===== src/sv/pcrx_pkg.sv =====
package pcrx_pkg;

  localparam int NumRegsDef = 24;
  localparam int WordW = 64;
  localparam int IdxW = 5;

  localparam logic ReqExtend = 1'b0;
  localparam logic ReqRead = 1'b1;
  localparam logic StatusDone = 1'b0;
  localparam logic StatusRange = 1'b1;

  typedef struct packed {
    logic        req_type;
    logic [4:0]  reg_idx;
    logic [1:0]  word_pos;
    logic [63:0] data_word;
  } req_t;

  typedef struct packed {
    logic        status;
    logic [63:0] read_word;
    logic        last;
  } rsp_t;

  typedef enum logic [3:0] {
    ST_IDLE,
    ST_RANGE,
    ST_RD_ADDR,
    ST_RD_DATA,
    ST_RD_OUT,
    ST_LD_ADDR,
    ST_LD_DATA,
    ST_HASH,
    ST_WB,
    ST_DONE
  } state_t;

  // control from sequencer to round unit
  typedef struct packed {
    logic       init_iv;    // chain <= IV, schedule <= msg
    logic       load_blk;   // working <= chain, start rounds
    logic       pad_blk;    // schedule <= padding block
    logic       round;      // run one round
    logic       fold;       // chain += working
    logic [5:0] t;          // round number
  } sha_ctl_t;

  function automatic logic [31:0] round_k(input logic [5:0] t);
    logic [31:0] k [64];
    k = '{
      32'h428a2f98, 32'h71374491, 32'hb5c0fbcf, 32'he9b5dba5, 32'h3956c25b, 32'h59f111f1,
      32'h923f82a4, 32'hab1c5ed5, 32'hd807aa98, 32'h12835b01, 32'h243185be, 32'h550c7dc3,
      32'h72be5d74, 32'h80deb1fe, 32'h9bdc06a7, 32'hc19bf174, 32'he49b69c1, 32'hefbe4786,
      32'h0fc19dc6, 32'h240ca1cc, 32'h2de92c6f, 32'h4a7484aa, 32'h5cb0a9dc, 32'h76f988da,
      32'h983e5152, 32'ha831c66d, 32'hb00327c8, 32'hbf597fc7, 32'hc6e00bf3, 32'hd5a79147,
      32'h06ca6351, 32'h14292967, 32'h27b70a85, 32'h2e1b2138, 32'h4d2c6dfc, 32'h53380d13,
      32'h650a7354, 32'h766a0abb, 32'h81c2c92e, 32'h92722c85, 32'ha2bfe8a1, 32'ha81a664b,
      32'hc24b8b70, 32'hc76c51a3, 32'hd192e819, 32'hd6990624, 32'hf40e3585, 32'h106aa070,
      32'h19a4c116, 32'h1e376c08, 32'h2748774c, 32'h34b0bcb5, 32'h391c0cb3, 32'h4ed8aa4a,
      32'h5b9cca4f, 32'h682e6ff3, 32'h748f82ee, 32'h78a5636f, 32'h84c87814, 32'h8cc70208,
      32'h90befffa, 32'ha4506ceb, 32'hbef9a3f7, 32'hc67178f2};
    return k[t];
  endfunction

  localparam logic [255:0] InitH = {
    32'h6a09e667, 32'hbb67ae85, 32'h3c6ef372, 32'ha54ff53a,
    32'h510e527f, 32'h9b05688c, 32'h1f83d9ab, 32'h5be0cd19};

endpackage


===== src/sv/pcrx_round.sv =====
// One SHA-256 round per cycle with a rolling 16-word schedule.
module pcrx_round (
  input  logic              clk,
  input  pcrx_pkg::sha_ctl_t ctl,
  input  logic [511:0]      msg,
  output logic [255:0]      chain
);
  logic [31:0] w_r [16];
  logic [31:0] v_r [8];
  logic [255:0] chain_r;

  logic [31:0] w15, w2, s0, s1, wt, t1, t2, e, a;

  function automatic logic [31:0] rotr(input logic [31:0] x, input int n);
    return (x >> n) | (x << (32 - n));
  endfunction

  always_comb begin
    w15 = w_r[4'(ctl.t - 6'd15)];
    w2  = w_r[4'(ctl.t - 6'd2)];
    s0  = rotr(w15, 7) ^ rotr(w15, 18) ^ (w15 >> 3);
    s1  = rotr(w2, 17) ^ rotr(w2, 19) ^ (w2 >> 10);
    if (ctl.t < 6'd16) begin
      wt = w_r[ctl.t[3:0]];
    end else begin
      wt = w_r[ctl.t[3:0]] + s0 + w_r[4'(ctl.t - 6'd7)] + s1;
    end
    e  = v_r[4];
    a  = v_r[0];
    t1 = v_r[7] + (rotr(e, 6) ^ rotr(e, 11) ^ rotr(e, 25))
       + ((e & v_r[5]) ^ (~e & v_r[6])) + pcrx_pkg::round_k(ctl.t) + wt;
    t2 = (rotr(a, 2) ^ rotr(a, 13) ^ rotr(a, 22))
       + ((a & v_r[1]) ^ (a & v_r[2]) ^ (v_r[1] & v_r[2]));
  end

  always_ff @(posedge clk) begin
    if (ctl.init_iv) begin
      chain_r <= pcrx_pkg::InitH;
      for (int i = 0; i < 16; i++) begin
        w_r[i] <= msg[511-32*i -: 32];
      end
    end
    if (ctl.pad_blk) begin
      for (int i = 0; i < 16; i++) begin
        w_r[i] <= '0;
      end
      w_r[0]  <= 32'h80000000;
      w_r[15] <= 32'd512;
    end
    if (ctl.load_blk) begin
      for (int i = 0; i < 8; i++) begin
        v_r[i] <= chain_r[255-32*i -: 32];
      end
    end
    if (ctl.round) begin
      if (ctl.t >= 6'd16) begin
        w_r[ctl.t[3:0]] <= wt;
      end
      v_r[7] <= v_r[6];
      v_r[6] <= v_r[5];
      v_r[5] <= v_r[4];
      v_r[4] <= v_r[3] + t1;
      v_r[3] <= v_r[2];
      v_r[2] <= v_r[1];
      v_r[1] <= v_r[0];
      v_r[0] <= t1 + t2;
    end
    if (ctl.fold) begin
      for (int i = 0; i < 8; i++) begin
        chain_r[255-32*i -: 32] <= chain_r[255-32*i -: 32] + v_r[i];
      end
    end
  end

  assign chain = chain_r;
endmodule


===== config.mk =====
export PLATFORM = sky130hd
export DESIGN_NAME = pcrx_round
export DESIGN_NICKNAME = d
export VERILOG_FILES = /design/src/sv/pcrx_pkg.sv /design/src/sv/pcrx_round.sv
export SDC_FILE = /design/constraint.sdc
export NUM_CORES = 2
export LEC_CHECK = 0
export BUFFER_PORTS_ARGS = -buffer_cell sky130_fd_sc_hd__buf_2
export CORE_ASPECT_RATIO = 0.8
export CORE_MARGIN = 5
export CORE_UTILIZATION = 50
export DETAILED_ROUTE_END_ITERATION = 10
export PLACE_DENSITY = 0.69
export SLEW_MARGIN = 20
export SYNTH_ARGS = -nofsm -noshare
export SYNTH_HDL_FRONTEND = slang
export SYNTH_SLANG_ARGS = --single-unit

===== constraint.sdc =====
create_clock -name clk -period 23.1 [get_ports clk]
set_clock_uncertainty 0.2 [all_clocks]
set_input_delay 2.31 -clock clk [delete_from_list [all_inputs] [get_ports clk]]
set_output_delay 2.31 -clock clk [all_outputs]
set_load 0.01 [all_outputs]

; Yosys cells after proc, flatten, opt, wreduce, memory -nomap -nowiden
; Memories as Yosys holds them, arrays and structs flattened.
; Index checks and enable logic that the tools add are counted.
[classes]
addsub = 21
multipliers = 0
div_mod_pow = 0
n_lt_le_gt_ge = 3
eq_ne = 0
shifts = 0
mux = 42
n_bitwise = 54
reduce_logical = 1
[ops]
columns = cell, n
row1 = 2-to-1 mux 32 bit, 29
row2 = adder 32 bit, 18
row3 = 2-to-1 mux 256 bit, 2
row4 = bitwise XOR 32 bit, 9
row5 = AND 32 bit, 5
row6 = inverter 32 bit, 1
row7 = bitwise OR 10 x 32 -> 32 bit, 1
row8 = bitwise OR 13 x 32 -> 32 bit, 1
row9 = bitwise OR 14 x 32 -> 32 bit, 1
row10 = bitwise OR 15 x 32 -> 32 bit, 1
row11 = bitwise OR 19 x 32 -> 32 bit, 1
row12 = bitwise OR 21 x 32 -> 32 bit, 1
row13 = bitwise OR 25 x 32 -> 32 bit, 1
row14 = bitwise OR 26 x 32 -> 32 bit, 1
row15 = bitwise OR 30 x 32 -> 32 bit, 1
row16 = bitwise OR 7 x 32 -> 32 bit, 1
row17 = bitwise XOR 32 x 22 -> 32 bit, 1
row18 = bitwise XOR 32 x 29 -> 32 bit, 1
row19 = bitwise OR 1 bit, 26
row20 = 2-to-1 mux 1 bit, 11
row21 = >= comparator 7 bit (second input constant), 1
row22 = inverter 6 -> 7 bit, 1
row23 = >= comparator 6 x 5 -> 1 bit (second input constant), 1
row24 = < comparator 6 x 5 -> 1 bit (second input constant), 1
row25 = 4 further kinds, 4
[word_totals]
reg_bits = 256
latchBits = 0
mem_bits_rw = 768
romBits = 2048
in_bits = 524
output_inout_bits = 256
word_cells = 125
n_memories = 3
[mem_list]
columns = memory, depth, word_bits, rd, rd_ports_with_merged_regs, write_ports, line_no
row1 = (no name shown), 64, 32, 1, 0, 0, pcrx_pkg.sv:62  ; return k[t];
row2 = w_r, 16, 32, 4, 0, 17, pcrx_round.sv:8  ; logic [31:0] w_r [16];
row3 = v_r, 8, 32, 8, 0, 8, pcrx_round.sv:9  ; logic [31:0] v_r [8];

; Depth between registers and ports, before layout
; An unclocked memory read counts as a cell.
[logic_depth]
depth_word = 12
ltp_mapped = 65
mapped_depth_nobuf = 57

; Worst setup path before layout
; Ideal clock, no wire load.
[synth_timing]
path_type = input -> register
startpoint = input ctl[0] (netlist bit)
endpoint = memory v_r[0][31], data pin
setup_ns = 0.260
arrival_time_ns = 16.047
required_time_ns = 22.640
path_slack_ns = 6.593
stages = 63
path_buffers = 11
path_cell_list = buf_2 -> buf_2 -> buf_2 -> buf_2 -> buf_2 -> buf_2 -> buf_2 -> inv_1 -> ha_1 -> clkbuf_1 -> clkbuf_1 -> clkbuf_1 -> mux4_2 -> mux4_2 -> xnor2_1 -> xnor2_1 -> fa_1 -> inv_1 -> [... 27 more ...] -> a21oi_1 -> o221a_2 -> o22ai_1 -> o41ai_1 -> nor2_1 -> nor2_1 -> xnor2_1 -> inv_1 -> fa_1 -> inv_1 -> ha_1 -> and3_1 -> and3_1 -> a211oi_1 -> o31ai_1 -> xnor2_1 -> xnor2_1 -> mux2_2
[synth_rtl]
columns = element, line_no
row1 = "start, declared", pcrx_round.sv:4  ; input pcrx_pkg::sha_ctl_t ctl,
row2 = "end, declared", pcrx_round.sv:9

==> impl_metrics.toml <==
[worst_setup_path]
timing.rr.end = "v_r[0][31]"
critPathCaptureType = "register"
crit_start = "ctl[0]"
start_kind = "input port"
cp.arrival_ps = 18010
r2r.worst_path.cells = 48
crit_type = "in2reg"
reg2reg_setup_slack_ps = 9170
crit_required_ps = 23430
critical_path.most_common_cell = "fa_1"
critical_path.slowest_cell = "buf_4"
slowest_delay_ps = 860
r2r_start = "w_r[11][6]"
worstPathMaxFanout = 56

[die]
die_w_um = 462
die_area_sq_um = 172000
fp.coreArea_sq_um = 162000
initial_core_util_pct = 50.4
die_y_um = 372
rows = 132
io_pins = 780

[sta]
tns_ps = 0
hold_ws_ps = 413
max_slew_margin_pct = 5.95
min_period_ps = 17680
hold_viol_final = 0
tightest_slew_ps = 1410
period_share_pct = 76.5
setup_viol = 0
rsz0062_at_grt = "false"
fmax_ghz = 0.0566
slew_viol_final = 0

[synth]
ys_seq_area_share_pct = 37.6
synth.avg_cell_area_sq_um = 11.0
synth_flop_cell = "edfxtp_1"
synthTopCellsByArea = "edfxtp_1, mux4_2, ha_1"
async_flop_share_pct = 0
synthDistinctLibCells = 81
syn_area_sq_um = 81700
synth_edf_count = 1024
synth_top_cell_area_share_pct = 37.6
synth_seq_cells = 1024
synth_cells = 7424
yosys_warnings = 0
yosys.area.top_type = "edfxtp_1"
syn_nets = 8546

[clock_network]
cts_max_path_buffers = 3
cts.sinks = 1024
htreeDepth = 3
clockRootBuffer = "clkbuf_16"
cts_resized = 0
clk_latency_ps = 800
hold_buffers = 0
cts.reportedPaths.clkPinSlew_ps = 70
numCtsBuffers = 109
post_cts_buffers = 0
cts_tree = "built"

[finish]
regArea_sq_um = 30700
multi_input_area_sq_um = 47700
drive_gt1_share_pct = 23.0
fin_nets = 9078
final_common_cell = "edfxtp_1"
layout_common_cells = "edfxtp_1, buf_2, o21ai_0, inv_1, mux4_2"
syn_to_final_growth_pct = 12.1
fill_cells = 13780

[drt]
ant_nets = 0
vias_per_cell = 7.08
drtPass1Iterations = 8
wl_per_cell_um = 37.4
drt_iter0_drc = 13175
vias = 72373
routed_wl_um = 382000
drc = 0

[outcome]
status = "completed"

[min_path]
min_from = "chain[123]"
holdPathEnd = "v_r[1][27]"
min_path_type = "reg2reg"
holdPathStages = 1

[placed_design]
port_buffers = 779
hpwl_um = 298000
gp_congestion = 1.11

[grt]
grt_max_degree = 158
grt_pass1_vias = 64826
antenna_found_initial = 45
globalRouteOverflowTotal = 0
grt_pass1_wl_um = 512000
grt_use_total_pct = 42.8

[flow_run]
cap_violations = 0
[through the flow]
step	setup WS, ps	area (sq um)	util [%]	std cells
6_report	5420	91600	56.5	10226
5_1_grt	4620	91600	56.5	10210
4_1_cts	5820	91500	56.4	10193
3_5_place_dp	5010	87800	54.1	9988
3_3_place_gp	5070	87800	54.1	9988
2_1_floorplan	6590	81700	-	7424
[area by class of cell]
type                    count  share of cell area (%)
flip-flops and latches   1024                    33.6
well taps                2144                    2.93
inverters                 426                    1.75
diodes                     32                  0.0874
clock buffers             127                    3.07
repair buffers            927                    5.54
clock inverters            78                   0.984
multi-input cells        5468                    52.1
[kinds of logic after synthesis]
kind of cell               count (synthesis)  share of synthesized area [%]
xor gates and xnor gates                 533                           5.75
DFF                                     1024                           37.6
and+or+nand+nor                         1647                           10.4
adders and majority gates                603                           11.0
AOI/OAI and AO/OA                       1852                           13.8
buffers and inverters                    932                           4.33
muxes                                    833                           17.0
[flip-flops by register name (all words and copies together) (netlist names)]
signal,cells
w_r,512
chain,256
v_r,256
[layer usage]
| metal | part of all wire [%] | track usage (%) | up-vias |
|---|---|---|---|
| li1 | - | - | 29099 |
| met1 | 40 | 60.9 | 36280 |
| met2 | 36 | 51.4 | 6192 |
| met3 | 19 | 25.4 | 772 |
| met4 | 4.7 | 16.5 | 30 |
| met5 | 0.29 | 4.44 | - |
[cells in the mapped netlist, types with 22 or more instances]
cell type / number
o21bai_1: 49
inv_1: 423
o21ai_0: 772
o31ai_1: 35
nand2b_1: 71
o211ai_1: 31
edfxtp_1: 1024
mux4_2: 419
a211oi_1: 44
buf_1: 54
ha_1: 402
o221ai_1: 41
mux2i_1: 152
nand3b_1: 323
or3_1: 22
nand2_1: 384
a221oi_1: 37
o22ai_1: 23
mux2_2: 262
buf_2: 26
nand3_1: 263
a21oi_1: 356
fa_1: 196
xnor2_1: 371
xor2_1: 159
nor2b_1: 49
a21o_1: 200
nor2_1: 331
o21a_1: 54
nor3_1: 90
and3_1: 37
a21boi_0: 23
clkbuf_1: 424
a31oi_1: 44
[worst max path at each step]
stage	end	slack, ps	cells after the start
global route	v_r[0][31]	4620	54
CTS	v_r[0][31]	5820	54
floorplan	v_r[0][31]	6590	63
global placement	v_r[0][31]	5070	54
finish	v_r[0][31]	5420	52
detailed placement	v_r[0][31]	5010	54
[worst max-delay path: cells and delay by family]
family	cells	cell delay, ps
simple gates	6	790
buf+inv	10	3420
xor+xnor	5	1010
mux	4	1880
compound gates	18	4590
fa+ha+maj	9	3830
Power is left out: the tool's default activity adds up to more than one toggle a clock period on the data nets, which glitch-free logic cannot reach.
